## config.mk

```make
export PLATFORM = sky130hd
export DESIGN_NAME = m4tu_merge_flat
export DESIGN_NICKNAME = d
export VERILOG_FILES = /design/src/design/matrix4_transform_unit_macros.svh /design/src/design/m4tu_pkg.sv /design/src/design/m4tu_out_if.sv /design/src/design/m4tu_merge.sv /design/src/flat_wrapper.sv
export SDC_FILE = /design/constraint.sdc
export NUM_CORES = 1
export LEC_CHECK = 0
export BUFFER_PORTS_ARGS = -buffer_cell sky130_fd_sc_hd__buf_2
export CORE_AREA = 3 3 131 133
export DETAILED_ROUTE_END_ITERATION = 6
export DIE_AREA = 0 0 134 136
export PLACE_DENSITY_LB_ADDON = 0.3
export SLEW_MARGIN = 25
export SYNTH_ARGS = -nofsm -noshare
export SYNTH_HDL_FRONTEND = slang
export SYNTH_SLANG_ARGS = --single-unit
```

## constraint.sdc

```tcl
create_clock -name clk -period 0.8 [get_ports clk]
set_input_delay 0.12 -clock clk [delete_from_list [all_inputs] [get_ports clk]]
set_output_delay 0.12 -clock clk [all_outputs]
set_load 0.02 [all_outputs]
```

## src/design/matrix4_transform_unit_macros.svh

```systemverilog
// Assertion macros for the matrix transform unit.
`ifndef MATRIX4_TRANSFORM_UNIT_MACROS_SVH
`define MATRIX4_TRANSFORM_UNIT_MACROS_SVH

`ifndef SYNTHESIS

// Check that a property holds at every rising clock edge outside reset.
`define M4TU_ASSERT(lbl, clk, rst_n, prop) \
    lbl: assert property (@(posedge clk) disable iff (!rst_n) (prop)) \
        else $error("m4tu assertion failed");

// Check that a condition never holds outside reset.
`define M4TU_ASSERT_NEVER(lbl, clk, rst_n, cond) \
    lbl: assert property (@(posedge clk) disable iff (!rst_n) !(cond)) \
        else $error("m4tu forbidden condition seen");

`else

`define M4TU_ASSERT(lbl, clk, rst_n, prop)
`define M4TU_ASSERT_NEVER(lbl, clk, rst_n, cond)

`endif

`endif

```

## src/design/m4tu_pkg.sv

```systemverilog
package m4tu_pkg;

    localparam int WORD_W        = 32;
    localparam int DIM           = 4;
    localparam int ROW_W         = 2;
    localparam int MODE_W        = 2;
    localparam int FRAC_BITS_DEF = 16;

    typedef logic signed [WORD_W-1:0] word_t;
    typedef word_t [DIM-1:0]          word_vec_t;

    // Input operation codes
    localparam logic [MODE_W-1:0] MODE_LOAD_A = 2'd0;
    localparam logic [MODE_W-1:0] MODE_XFORM  = 2'd1;
    localparam logic [MODE_W-1:0] MODE_LOAD_B = 2'd2;

    localparam logic [ROW_W-1:0] ROW_LAST = ROW_W'(DIM - 1);

    typedef enum logic [1:0] {
        ST_IDLE,
        ST_MAC,
        ST_PUSH
    } state_t;

    // Storage write strobes for one lane
    typedef struct packed {
        logic             a_we;
        logic             b_we;
        logic [ROW_W-1:0] row;
    } lane_wr_t;

    // Multiply-accumulate control shared by all lanes
    typedef struct packed {
        logic             issue;
        logic             first;
        logic             compose;
        logic [ROW_W-1:0] k;
    } lane_ctl_t;

    // Output register load request
    typedef struct packed {
        logic             load;
        logic [ROW_W-1:0] row;
        logic             last;
    } push_t;

endpackage

```

## src/design/m4tu_out_if.sv

```systemverilog
interface m4tu_out_if import m4tu_pkg::*; ();

    logic             valid;
    logic             ready;
    word_t            out0;
    word_t            out1;
    word_t            out2;
    word_t            out3;
    logic [ROW_W-1:0] out_row;
    logic             last;
    logic             overflow;

    modport source (output valid, out0, out1, out2, out3, out_row, last, overflow,
                    input ready);
    modport sink   (input valid, out0, out1, out2, out3, out_row, last, overflow,
                    output ready);

endinterface

```

## src/design/m4tu_merge.sv

```systemverilog
module m4tu_merge import m4tu_pkg::*;
#(
    parameter int FRAC_BITS = FRAC_BITS_DEF,
    localparam int ACC_W    = 2 * WORD_W - FRAC_BITS + 2
)
(
    input  logic                    clk,
    input  logic                    rst_n,
    input  logic signed [ACC_W-1:0] acc [DIM],
    input  push_t                   push,
    output logic                    free,
    m4tu_out_if.source              out_ch
);

    localparam logic signed [ACC_W-1:0] SAT_HI =
        {{(ACC_W - WORD_W + 1){1'b0}}, {(WORD_W - 1){1'b1}}};
    localparam logic signed [ACC_W-1:0] SAT_LO =
        {{(ACC_W - WORD_W + 1){1'b1}}, {(WORD_W - 1){1'b0}}};

    word_t            sat_val [DIM];
    logic [DIM-1:0]   sat_hit;
    logic             valid_reg;
    word_t            val_reg [DIM];
    logic [ROW_W-1:0] row_reg;
    logic             last_reg;
    logic             ovf_reg;

    // Clamp each lane sum to the word range
    always_comb
    begin
        for (int j = 0; j < DIM; j++)
        begin
            if (acc[j] > SAT_HI)
            begin
                sat_val[j] = SAT_HI[WORD_W-1:0];
                sat_hit[j] = 1'b1;
            end
            else if (acc[j] < SAT_LO)
            begin
                sat_val[j] = SAT_LO[WORD_W-1:0];
                sat_hit[j] = 1'b1;
            end
            else
            begin
                sat_val[j] = acc[j][WORD_W-1:0];
                sat_hit[j] = 1'b0;
            end
        end
    end

    assign free = !valid_reg || out_ch.ready;

    // Output word register
    always_ff @(posedge clk or negedge rst_n)
    begin
        if (!rst_n)
        begin
            valid_reg <= 1'b0;
        end
        else if (push.load)
        begin
            valid_reg <= 1'b1;
        end
        else if (out_ch.ready)
        begin
            valid_reg <= 1'b0;
        end
    end

    always_ff @(posedge clk)
    begin
        if (push.load)
        begin
            for (int j = 0; j < DIM; j++)
            begin
                val_reg[j] <= sat_val[j];
            end
            row_reg  <= push.row;
            last_reg <= push.last;
            ovf_reg  <= |sat_hit;
        end
    end

    assign out_ch.valid    = valid_reg;
    assign out_ch.out0     = val_reg[0];
    assign out_ch.out1     = val_reg[1];
    assign out_ch.out2     = val_reg[2];
    assign out_ch.out3     = val_reg[3];
    assign out_ch.out_row  = row_reg;
    assign out_ch.last     = last_reg;
    assign out_ch.overflow = ovf_reg;

endmodule

```

## src/flat_wrapper.sv

```systemverilog
// flat-port wrapper written by rule: the top's interface ports become plain ports
module m4tu_merge_flat import m4tu_pkg::*;
#(
    parameter int FRAC_BITS = FRAC_BITS_DEF,
    localparam int ACC_W    = 2 * WORD_W - FRAC_BITS + 2
)
  (clk, rst_n, acc, push, free, out_ch_valid, out_ch_out0, out_ch_out1, out_ch_out2, out_ch_out3, out_ch_out_row, out_ch_last, out_ch_overflow, out_ch_ready);
  m4tu_out_if out_ch_i ();
  input  logic clk;
  input  logic rst_n;
  input  logic signed [ACC_W-1:0] acc[DIM];
  input  push_t push;
  output logic free;
  output wire logic [$bits(out_ch_i.valid)-1:0] out_ch_valid;
  output wire logic [$bits(out_ch_i.out0)-1:0] out_ch_out0;
  output wire logic [$bits(out_ch_i.out1)-1:0] out_ch_out1;
  output wire logic [$bits(out_ch_i.out2)-1:0] out_ch_out2;
  output wire logic [$bits(out_ch_i.out3)-1:0] out_ch_out3;
  output wire logic [$bits(out_ch_i.out_row)-1:0] out_ch_out_row;
  output wire logic [$bits(out_ch_i.last)-1:0] out_ch_last;
  output wire logic [$bits(out_ch_i.overflow)-1:0] out_ch_overflow;
  input wire logic [$bits(out_ch_i.ready)-1:0] out_ch_ready;
  assign out_ch_valid = out_ch_i.valid;
  assign out_ch_out0 = out_ch_i.out0;
  assign out_ch_out1 = out_ch_i.out1;
  assign out_ch_out2 = out_ch_i.out2;
  assign out_ch_out3 = out_ch_i.out3;
  assign out_ch_out_row = out_ch_i.out_row;
  assign out_ch_last = out_ch_i.last;
  assign out_ch_overflow = out_ch_i.overflow;
  assign out_ch_i.ready = out_ch_ready;
  m4tu_merge #(.FRAC_BITS(FRAC_BITS)) u_core (.clk(clk), .rst_n(rst_n), .acc(acc), .push(push), .free(free), .out_ch(out_ch_i));
endmodule
```

---- Word level (Yosys, flattened, before mapping) ----
Memory sizes are Yosys's and may differ from the RTL's.
Index checks and enable logic that the tools add are counted.
cells by class
  order comparisons ....................... 8
  muxes and demuxes ....................... 20
  reductions and logical operators ........ 4
operator list
  operator                                                                number
  32-bit two-way mux                                                      8
  50-bit by 32-bit > comparator with 1-bit output, second input constant  4
  50-bit by 32-bit < comparator with 1-bit output, second input constant  4
  1-bit two-way mux                                                       12
  4-bit OR reduction                                                      1
  2-bit nonzero test                                                      1
  1-bit logical NOT                                                       1
  1-bit logical OR                                                        1
word-level totals
  flip-flop bits (word level) ............. 5
  memory bits (writable) .................. 128
  bits of input ports ..................... 207
  memories ................................ 1
memory list
  memory          words  bits a word  read ports  clocked after Yosys merged registers in  write ports  RTL line          source
  u_core.val_reg  4      32           4           0                                        4            m4tu_merge.sv:23  word_t val_reg [DIM];

---- Depth between registers and ports, before layout ----
  word-level depth ........................ 4
  mapped depth ............................ 6
  mapped depth without buffers ............ 5

---- Worst setup path before layout ----
No wires, ideal clock.
  path type ............................... in2reg
  from .................................... input acc[48] (netlist name)
  to ...................................... register u_core.ovf_reg, in the netlist u_core.out_ch.overflow, data pin
  arrival time ............................ 1.382 ns
  path slack .............................. -0.841 ns
  cell stages on the path ................. 4
  path buffers ............................ 0
  path through ............................ or4_1 -> o41ai_2 -> nand4_1 -> or2_1
on the way
  cells in the longest elaborated chain, start to end .. 4
  elaborated cells on any way between the ends .. 5
  classes of those cells .................. 2 x order compare; 2 x mux; 1 x reduce/logical
RTL lines
  what                                             RTL line            source
  start, declared                                  flat_wrapper.sv:11  input logic signed [ACC_W-1:0] acc[DIM];
  50-bit by 32-bit < comparator with 1-bit output  m4tu_merge.sv:38    else if (acc[j] < SAT_LO)
  1-bit two-way mux                                m4tu_merge.sv:38
  1-bit two-way mux *                              m4tu_merge.sv:33    if (acc[j] > SAT_HI)
  4-bit OR reduction *                             m4tu_merge.sv:80    ovf_reg <= |sat_hit;
  end signal, assigned                             m4tu_merge.sv:80
  end, declared                                    m4tu_merge.sv:26    logic ovf_reg;
Mark *: on every way between the ends. The rest lies on a longest branch, timed or not.
A chain may end at the register's enable or synchronous reset.

---- Worst setup path in the final report ----
  from .................................... input acc[44] (netlist name)
  to ...................................... register u_core.ovf_reg, in the netlist u_core.out_ch.overflow, data pin
Same word-level chain as after synthesis.

==> out/qor.csv <==
metric;value;unit
die height;136;um
placed cell area;7690;um2
htree depth;4;
worst r2r path cells;3;
maximum clock frequency;680;MHz
fin nets;1204;
RSZ-0062 raised after global routing;yes;
Synth Instances;470;
die extent in x;134;um
Num CTS Buffers;17;
Max VDD drop;1.32;mV
worst slew pin tran;330;ps
Placed Cells incl. Taps;1036;
share of cells above drive strength 1;0.542;
Worst Skew;0;ps
post-route ant nets;0;
Ports;341;
Hold Violations, Final;0;
slew margin rel.;0.779;
EDFF count, synth;132;
Via Count;5785;
die area;18200;um2
post-synthesis cell type count;14;
initial core utilization;0.342;
CTS tree;built;
clk root buf;clkbuf_16;
commonest cells in the netlist;nand2_1, edfxtp_1, buf_2;
post-route cell area;11000;um2
Final setup viols;259;
failing checks;setup timing;
Worst EP arrival;1640;ps
Starting DRT DRC Count;243;
CTS sink cnt;133;
Min-Delay Path Class;in2reg;
Critical Path Start Type;input pin;
routed len/inst;18.3;um
r2r setup slk;40;ps
Layout area overhead;102;%
crit path kind;in2reg;
Yosys top cell area share;0.726;
# rows;46;
register area;3990;um2
initial antenna violation count;1;
Synth Net Count;677;
fin crit share;1.84;
setup TNS;-105640;ps
core area;15900;um2
RePlAce Congestion;0.805;
pwr/cell area;1810;nW/um2
syn_area_per_cell;11.6;um2
via density per instance;4.72;
Layout Utilization;0.692;
mapped cell area;5460;um2
Max-Cap Viols;0;
outcome;finished with violations;
grt ovf;0;
clock slew at reported path FFs;60;ps
Tmin final;1470;ps
drt first pass iters;4;
top_reg_cell synth;edfxtp_1;
vias in the first global route;5888;
cells taking the most area after synthesis;edfxtp_1, nand2_1, buf_2;
share of flip-flops with an asynchronous set or reset;0.00752;
Slew Limit Fails;0;
largest net degree at the start of global routing;39;
DRC viols;0;
Fillers;1088;
I/O Buffers;340;
Non-Filler Instances;1226;
first-pass GRT wire length;30000;um
Multi-input gate area;1690;um2
max reg flops;128;
YS warnings;0;
count leader, synth;nand2_1;
Clock Latency Late Sink;410;ps
post-DP HPWL;12700;um
Routed WL;22400;um
Yosys reg bits;133;
Leak;0.00493;uW
Worst setup EP type;flip-flop;
CP required;970;ps
Seq/Total Area, Yosys;0.731;
post-synth top area cell;edfxtp_1;
Hold Path Depth;2;
CP max FO;3;
GRT Overall Usage;0.214;
Longest Clk Path Bufs;2;
Setup WS post-layout;-671;ps
stage by stage:
step	hold WS [ps]	setup slack [ps]	power, uW
finish	38.5	-671	20000
global route	29.5	-755	20700
CTS	-30.7	-631	19400
detailed placement	-104	-1170	11500
global placement	-105	-1140	11400
floorplan	-176	-826	9950
logic make-up (layout without fill, tap and decap cells):
logic type	after synthesis	after routing	synth area share
AOI/OAI and AO/OA	8	8	0.0156
and+or+nand+nor	297	297	0.226
DFF	133	133	0.731
buffers and inverters	32	571	0.0275
other	0	1	0
final timing paths:
check	start	to
min reg2reg	u_core.out_ch.valid	u_core.out_ch.valid
min	acc[99]	u_core.val_reg[2][31]
max in group asynchronous	rst_n	u_core.out_ch.valid
min in group asynchronous	rst_n	u_core.out_ch.valid
max reg2reg	u_core.out_ch.valid	u_core.out_ch.valid
max	acc[44]	u_core.out_ch.overflow
cell type report:
class                           instances  area share
Timing Repair Buffer                  536       0.412
Sequential cell                       133       0.361
Multi-Input combinational cell        305       0.153
Clock buffer                           18      0.0389
Tap cell                              216      0.0245
Clock inverter                         13     0.00793
Inverter                                4     0.00136
Antenna cell                            1    0.000227
metal layers:
layer  routed length (um)  GRT usage  vias to the layer above
met5                    0          0                        -
met4                  736     0.0949                        0
met3                 2030     0.0725                       54
met2                12200      0.389                      330
met1                 7500      0.223                     2712
li1                     -          -                     2689
layout by cell type, fill, tap and decap left out, drive strengths merged, types with 2 or more instances in the layout:
cell type    instances
nand4               18
or4                  8
clkinvlp             5
buf                401
inv                  5
clkinv               7
clkbuf              24
dlygate4sd3        129
o41ai                4
o21ai                4
nand3                4
nand2              252
nor4                12
nand2b               2
edfxtp             132
report_power, final:
part           total [uW]  switching [uW]  leakage (uW)  internal [uW]
Combinational        4500            2180       0.00338           2320
Clock                6860            2950      0.000241           3910
Sequential           8630             273       0.00131           8360
critical path: stages:
cell	delay, ps
buf_6	90
or4_4	550
o41ai_4	310
buf_4	190
buf_4	100
nand4_1	70
or2_1	210
repair_timing:
action | in CTS | in global routing
endpoints found under the hold margin | 129 | 0
gates cloned | 9 | 7
gates resized for setup | 170 | 226
hold buffers | 129 | 0
endpoints found under the setup margin | 259 | 259
pin swaps | 7 | 7
buffers inserted | 10 | 10
Note: power is estimated with default switching activity, not from simulation.
