## src/design/matrix4_transform_unit_macros.svh

```systemverilog
// Assertion macros for the matrix transform unit.
`ifndef MATRIX4_TRANSFORM_UNIT_MACROS_SVH
`define MATRIX4_TRANSFORM_UNIT_MACROS_SVH

`ifndef SYNTHESIS

// Check that a property holds at every rising clock edge outside reset.
`define M4TU_ASSERT(lbl, clk, rst_n, prop) \
    lbl: assert property (@(posedge clk) disable iff (!rst_n) (prop)) \
        else $error("m4tu assertion failed");

// Check that a condition never holds outside reset.
`define M4TU_ASSERT_NEVER(lbl, clk, rst_n, cond) \
    lbl: assert property (@(posedge clk) disable iff (!rst_n) !(cond)) \
        else $error("m4tu forbidden condition seen");

`else

`define M4TU_ASSERT(lbl, clk, rst_n, prop)
`define M4TU_ASSERT_NEVER(lbl, clk, rst_n, cond)

`endif

`endif

```

## src/design/m4tu_pkg.sv

```systemverilog
package m4tu_pkg;

    localparam int WORD_W        = 32;
    localparam int DIM           = 4;
    localparam int ROW_W         = 2;
    localparam int MODE_W        = 2;
    localparam int FRAC_BITS_DEF = 16;

    typedef logic signed [WORD_W-1:0] word_t;
    typedef word_t [DIM-1:0]          word_vec_t;

    // Input operation codes
    localparam logic [MODE_W-1:0] MODE_LOAD_A = 2'd0;
    localparam logic [MODE_W-1:0] MODE_XFORM  = 2'd1;
    localparam logic [MODE_W-1:0] MODE_LOAD_B = 2'd2;

    localparam logic [ROW_W-1:0] ROW_LAST = ROW_W'(DIM - 1);

    typedef enum logic [1:0] {
        ST_IDLE,
        ST_MAC,
        ST_PUSH
    } state_t;

    // Storage write strobes for one lane
    typedef struct packed {
        logic             a_we;
        logic             b_we;
        logic [ROW_W-1:0] row;
    } lane_wr_t;

    // Multiply-accumulate control shared by all lanes
    typedef struct packed {
        logic             issue;
        logic             first;
        logic             compose;
        logic [ROW_W-1:0] k;
    } lane_ctl_t;

    // Output register load request
    typedef struct packed {
        logic             load;
        logic [ROW_W-1:0] row;
        logic             last;
    } push_t;

endpackage

```

## src/design/m4tu_lane.sv

```systemverilog
module m4tu_lane import m4tu_pkg::*;
#(
    parameter int FRAC_BITS = FRAC_BITS_DEF,
    parameter int LANE      = 0,
    localparam int PROD_W   = 2 * WORD_W,
    localparam int ACC_W    = PROD_W - FRAC_BITS + 2
)
(
    input  logic                    clk,
    input  logic                    rst_n,
    input  lane_wr_t                wr,
    input  word_vec_t               elem,
    input  lane_ctl_t               ctl,
    input  word_t                   a_bcast,
    input  word_t                   v_bcast,
    output word_t                   a_rd,
    output logic signed [ACC_W-1:0] acc
);

    localparam word_t ONE = word_t'(1) << FRAC_BITS;
    localparam logic signed [PROD_W-1:0] HALF = PROD_W'(1) << (FRAC_BITS - 1);

    word_t                    a_row_reg [DIM];
    word_t                    b_col_reg [DIM];
    logic signed [PROD_W-1:0] prod_reg;
    logic                     prod_vld_reg;
    logic                     first_reg;
    logic signed [ACC_W-1:0]  acc_reg;
    logic signed [ACC_W-1:0]  acc_next;

    word_t                    a_op;
    word_t                    b_op;
    logic signed [PROD_W-1:0] rnd;
    logic signed [ACC_W-1:0]  term;

    // Hold this lane's row of A and column of B
    always_ff @(posedge clk or negedge rst_n)
    begin
        if (!rst_n)
        begin
            for (int i = 0; i < DIM; i++)
            begin
                a_row_reg[i] <= (i == LANE) ? ONE : '0;
                b_col_reg[i] <= '0;
            end
        end
        else
        begin
            if (wr.a_we)
            begin
                for (int i = 0; i < DIM; i++)
                begin
                    a_row_reg[i] <= elem[i];
                end
            end
            if (wr.b_we)
            begin
                b_col_reg[wr.row] <= elem[LANE];
            end
        end
    end

    assign a_rd = a_row_reg[ctl.k];

    // Pick operands: own row times vector, or broadcast A element times own column
    always_comb
    begin
        a_op = ctl.compose ? a_bcast : a_row_reg[ctl.k];
        b_op = ctl.compose ? b_col_reg[ctl.k] : v_bcast;
    end

    // Multiply stage
    always_ff @(posedge clk or negedge rst_n)
    begin
        if (!rst_n)
        begin
            prod_vld_reg <= 1'b0;
            first_reg    <= 1'b0;
        end
        else
        begin
            prod_vld_reg <= ctl.issue;
            first_reg    <= ctl.first;
        end
    end

    always_ff @(posedge clk)
    begin
        if (ctl.issue)
        begin
            prod_reg <= PROD_W'(a_op) * PROD_W'(b_op);
        end
    end

    // Round to nearest, ties up, and accumulate exactly
    always_comb
    begin
        rnd      = prod_reg + HALF;
        term     = {{2{rnd[PROD_W-1]}}, rnd[PROD_W-1:FRAC_BITS]};
        acc_next = (first_reg ? '0 : acc_reg) + term;
    end

    always_ff @(posedge clk)
    begin
        if (prod_vld_reg)
        begin
            acc_reg <= acc_next;
        end
    end

    assign acc = acc_reg;

endmodule

```

## config.mk

```make
export PLATFORM = sky130hd
export DESIGN_NAME = m4tu_lane
export DESIGN_NICKNAME = d
export VERILOG_FILES = /design/src/design/matrix4_transform_unit_macros.svh /design/src/design/m4tu_pkg.sv /design/src/design/m4tu_lane.sv
export SDC_FILE = /design/constraint.sdc
export NUM_CORES = 2
export LEC_CHECK = 0
export BUFFER_PORTS_ARGS = -buffer_cell sky130_fd_sc_hd__buf_2
export CORE_ASPECT_RATIO = 0.75
export CORE_MARGIN = 2
export CORE_UTILIZATION = 60
export CTS_BUF_LIST = sky130_fd_sc_hd__clkbuf_8
export DETAILED_ROUTE_END_ITERATION = 10
export PLACE_DENSITY = 0.78
export SYNTH_ARGS = -nofsm -noshare
export SYNTH_HDL_FRONTEND = slang
export SYNTH_SLANG_ARGS = --single-unit
```

## constraint.sdc

```tcl
create_clock -name clk -period 9.75 [get_ports clk]
set_clock_uncertainty 0.15 [all_clocks]
set_input_delay 0.4875 -clock clk [delete_from_list [all_inputs] [get_ports clk]]
set_output_delay 0.4875 -clock clk [all_outputs]
set_load 0.005 [all_outputs]
```

## Word-level counts from Yosys, hierarchy flattened

Index checks and enable logic that the tools add are counted.
Widths: inputs -> output; s select.

- Bitwise operators: 2
- $mul: 1
- Multiplexer cells: 12
- Reductions and logical operators: 1
- Order comparisons: 3
- Add/sub/neg operators: 2

Operators by type and width:

| cell | number |
|---|---|
| $mux 32 | 7 |
| $bmux 32 s2 | 2 |
| $bwmux 128 | 1 |
| $add 64x17->64 const B | 1 |
| $demux 32 s2 | 1 |
| $mul 32x32->64 | 1 |
| $add 50x50->50 | 1 |
| $mux 50 | 1 |
| $ge 3x3->1 const B | 2 |
| $not 2->3 | 2 |
| $lt 3x1->1 const B | 1 |
| $logic_and 1x1->1 | 1 |

- Output and inout bits: 82
- Logic and storage cells: 33
- Bits of input ports: 203
- Flip-flop bits (word level): 372

## Depth between registers and ports, before layout

- Depth after elaboration: 6
- Depth in mapped cells: 34
- Gate-level depth less buffers: 29

## Worst setup path before layout

No wires, ideal clock.

- Path type: input-to-reg
- Start: input ctl[0] in the netlist's numbering
- End: register prod_reg[56] (data pin)
- Arrival: 9441 ps
- Setup slack: -103 ps
- Library setup time: 262 ps
- Cell stages on the path: 30
- Data required time: 9338 ps
- Buffers on the path: 4
- Cell sequence: buf_6 > buf_1 > buf_1 > mux4_2 > mux2i_1 > clkbuf_1 > nor2_1 > fa_1 > fa_1 > inv_1 > fa_1 > fa_1 > inv_1 > fa_1 > inv_1 > fa_1 > fa_1 > fa_1 > inv_1 > ha_1 > a21oi_1 > o21ai_0 > a221oi_1 > o221ai_1 > a21oi_1 > o22ai_1 > or3_1 > a311oi_1 > o21ai_1 > xor2_1

- Word-level cells in the longest chain between the ends: 6
- Elaborated cells between the ends (all ways): 10
- Those cells by class: mul (1); mux (8); bitwise (1)

RTL lines:

| item | line | RTL |
|---|---|---|
| start: declaration | m4tu_lane.sv:13 | `input lane_ctl_t ctl,` |
| $not 2->3 (not written as such) (*) | m4tu_lane.sv:68, m4tu_lane.sv:69 |  |
| $bmux 32 s2, on equally long branches | m4tu_lane.sv:68, m4tu_lane.sv:69 |  |
| $mux 32, on equally long branches (3 in series) | m4tu_lane.sv:68, m4tu_lane.sv:69 |  |
| $mul 32x32->64 (*) | m4tu_lane.sv:91 | `prod_reg <= PROD_W'(a_op) * PROD_W'(b_op);` |
| end signal: assignment | m4tu_lane.sv:91 |  |
| end: declaration | m4tu_lane.sv:25 | `logic signed [PROD_W-1:0] prod_reg;` |

Every way passes the cells marked *; elsewhere a longest branch is shown, timed or not. The select of a mux whose other input is x is not followed.
A chain may end at the register's enable or synchronous reset.

## Worst setup path in the final report

- Start: register b_col_reg[3] in the netlist's numbering
- End: register prod_reg[56] (data pin)

- Word-level cells in the longest chain between the ends: 5

RTL lines:

| item | line | RTL |
|---|---|---|
| start: declaration | m4tu_lane.sv:24 | `word_t b_col_reg [DIM];` |
| start signal: indexed assignment | m4tu_lane.sv:58 | `b_col_reg[wr.row] <= elem[LANE];` |
| $bmux 32 s2 | m4tu_lane.sv:69 | `b_op = ctl.compose ? b_col_reg[ctl.k] : v_bcast;` |
| $mux 32 (not written as such) (2 in series) | m4tu_lane.sv:69 |  |
| $mux 32 | m4tu_lane.sv:69 |  |
| $mul 32x32->64 | m4tu_lane.sv:91 |  |

No other way between the ends. The select of a mux whose other input is x is not followed.

==> impl_results.md <==
- Status: finished clean
- Critical path's slowest cell: fa_1
- Crit path max fanout: 16
- Post-CTS setup buffers: 0
- WL final: 162,000 um
- Top cell family by delay on the critical path: adder cells
- Min cycle time layout: between 9 and 10 ns
- Layout area overhead: 12.3%
- Initial antenna violation count: 13
- DRC: 0
- Sink Count: around 360
- CP bufs+invs: 5
- Fin util: approximately two thirds
- Filler instances: 6,381
- Share of cells above drive strength 1: between 15 and 20%
- Drt first pass iters: 7
- Final Cycle Share: a little over nine tenths
- Synth Cell Area: between 50,000 and 60,000 um2
- Yosys reg bits: 357
- GRT overflow: 0
- Worst EP required: 10.05 ns
- Syn Nets: about 6,600
- Worst path arrival time: 9.86 ns
- Clk slew on worst S/H paths: around 0.080 ns
- CTS tree: built
- Class of the worst hold path: input port to asynchronous set/reset pin
- Most frequent cells in the layout: 1,082 x fa_1, 1,041 x inv_1, 568 x nor2_1
- Clk_lat worst skew: 0.75 ns
- Least-Margin Pin Slew: ~1.2 ns
- CP startpoint kind: flop
- Yosys cell types: 73
- Area of the multi-input gates: between 30,000 and 40,000 um2
- Tot GR Track Use: 37.4%
- Async set-reset flop share out of synthesis: about 72%
- Fmax: about 100 MHz
- Core Box Area: a little under 90,000 um2
- Main combinational cell family by area after synthesis: adder cells
- RSZ-0062 raised after global routing: false
- IO buf count: between 200 and 300
- Vias post-DR: roughly 40,000
- Maxcap violations: 0
- Most used cell, CP: fa_1
- Fin Hold WS: about 0.24 ns
- Gpl congestion: between 1 and 1.5
- Crit Path Category: flop to flop
- Simple-gate share of the synthesized area: 10.7%
- First DRT Iteration DRCs: between 4,000 and 5,000
- Vias in the first global route: between 40,000 and 50,000
- Synth Flop Type: dfrtp_1
- Chip Width: around 350 um
- Avg Synthesized Cell Area: 10.3 um2
- DRT antenna net count: 0
- Root Buffer: clkbuf_8
- I/O pins: about 290
- Proportion of synthesized area in mux cells: between 10% and 20%
- Largest net degree at the start of global routing: 93
- Final hold viol count: 0
- Crit end category: flop
- Maximum clock path buffer count: 3
- EDFF count, synth: 99
- Num CTS Buffers: 57
- Drt via density: a little under 6
- Adder-Cell Fraction of Synth Area: around 46%
- DIE AREA: 90,800 um2
- Routed len/inst: ~24 um
- Commonest non-fill, non-tap cell in the layout: fa_1
- Post-Syn Instances: around 5,100
- Starting Density: 60.5%
- Slew Limit Fails: 0
- Complex-gate fraction of the synthesized area: under 10%
- DPL Wire Length: approximately 130,000 um
- Slew headroom: 21.8%
- Die Span Y: about 260 um
- Sequential fraction of the synthesis area: 17.8%
- Row Count: between 90 and 100
- # setup viols final: 0
- CP peak stage delay: between 0.6 and 0.7 ns
- Xor/xnor share of the synthesized area: roughly 2.5%
- First-pass GRT wire length: roughly 250,000 um
- Register area: around 9400 um2
- Yosys warns: 0
- Final #Nets: ~7,100
- H-Tree Depth: 2
## stage by stage
stage / instances / cell area (um2) / setup WS [ns] / TNS (ns)
floorplan: 5123 / 53000 / 0.123 / 0
global placement: 6526 / 57000 / -0.275 / -1.09
detailed placement: 6526 / 57000 / -0.481 / -3.02
CTS: 6762 / 59500 / 0.130 / 0
global route: 6770 / 59600 / 0.0750 / 0
finish: 6773 / 59600 / 0.190 / 0
## path summary, 6_finish.rpt
kind                       cells after the start  slack [ns]             to           from
hold reg to reg                                1        0.35  a_row_reg[39]  a_row_reg[39]
max in group asynchronous                      3        7.61   a_row_reg[5]          rst_n
min in group clk                               2        0.27  a_row_reg[95]          wr[3]
setup / recovery                              27        0.19   prod_reg[56]   b_col_reg[3]
setup reg to reg                              27        0.19   prod_reg[56]   b_col_reg[3]
hold / removal                                 2        0.24  a_row_reg[18]          rst_n
## cell usage after synthesis, drive strengths merged (3+ instances only)
master     n  area (um2)
a211oi     5        37.5
a21o      65         488
a21oi     96         480
a221oi     5        50.0
a311oi     3        26.3
a31oi     12        81.3
and2      24         150
and3      19         124
and4       4        35.0
buf       24        97.6
clkbuf   192         721
dfrtp    257        6430
edfxtp    99        2970
fa      1082       21700
ha       230        2880
inv     1014        3810
mux2     311        3500
mux2i     58         581
mux4      64        1440
nand2    527        1980
nand2b    23         144
nand3     43         215
nand4     18         119
nand4b     3        26.3
nor2     568        2130
nor2b     58         363
nor3      17        85.1
nor4       7        50.1
o211ai     3        36.3
o21a      13        97.6
o21ai     46         238
o21bai    19         143
o31ai      4        30.0
or2       16         100
or3        6        37.5
xnor2     92         806
xor2      62         543
## cell type report
type | count | share of cell area, %
Tap cell | 1152 | 2.42
Antenna cell | 11 | 0.0462
Timing Repair Buffer | 597 | 7.65
Clock buffer | 68 | 1.57
Clock inverter | 38 | 0.408
Sequential cell | 357 | 15.8
Inverter | 1015 | 6.40
Multi-Input combinational cell | 3535 | 65.7
## kinds of logic after synthesis
| kind of cell | after synthesis |
|---|---|
| simple gates | 1344 |
| fa+ha+maj | 1312 |
| buf+inv | 1231 |
| mux | 433 |
| flops | 357 |
| compound gates | 292 |
| xor+xnor | 154 |
## metal layers
layer / share of wire (%) / vias to the layer above / GRT usage, % / wire, um
li1: - / 16600 / - / -
met1: 38 / 20100 / 49.4 / 61400
met2: 42 / 2579 / 55.3 / 69000
met3: 14 / 570 / 13.6 / 22600
met4: 5.8 / 8 / 18.4 / 9350
met5: 0.034 / - / 0 / 56
## what timing repair did
action / 4_1_cts / 5_1_grt
hold buffers: 130 / 0
hold endpoints to repair: 347 / 0
endpoints found under the setup margin: 0 / 6
gates resized for setup: 0 / 2
Power is left out: the tool's default activity adds up to more than one toggle a clock period on the data nets, which glitch-free logic cannot reach.
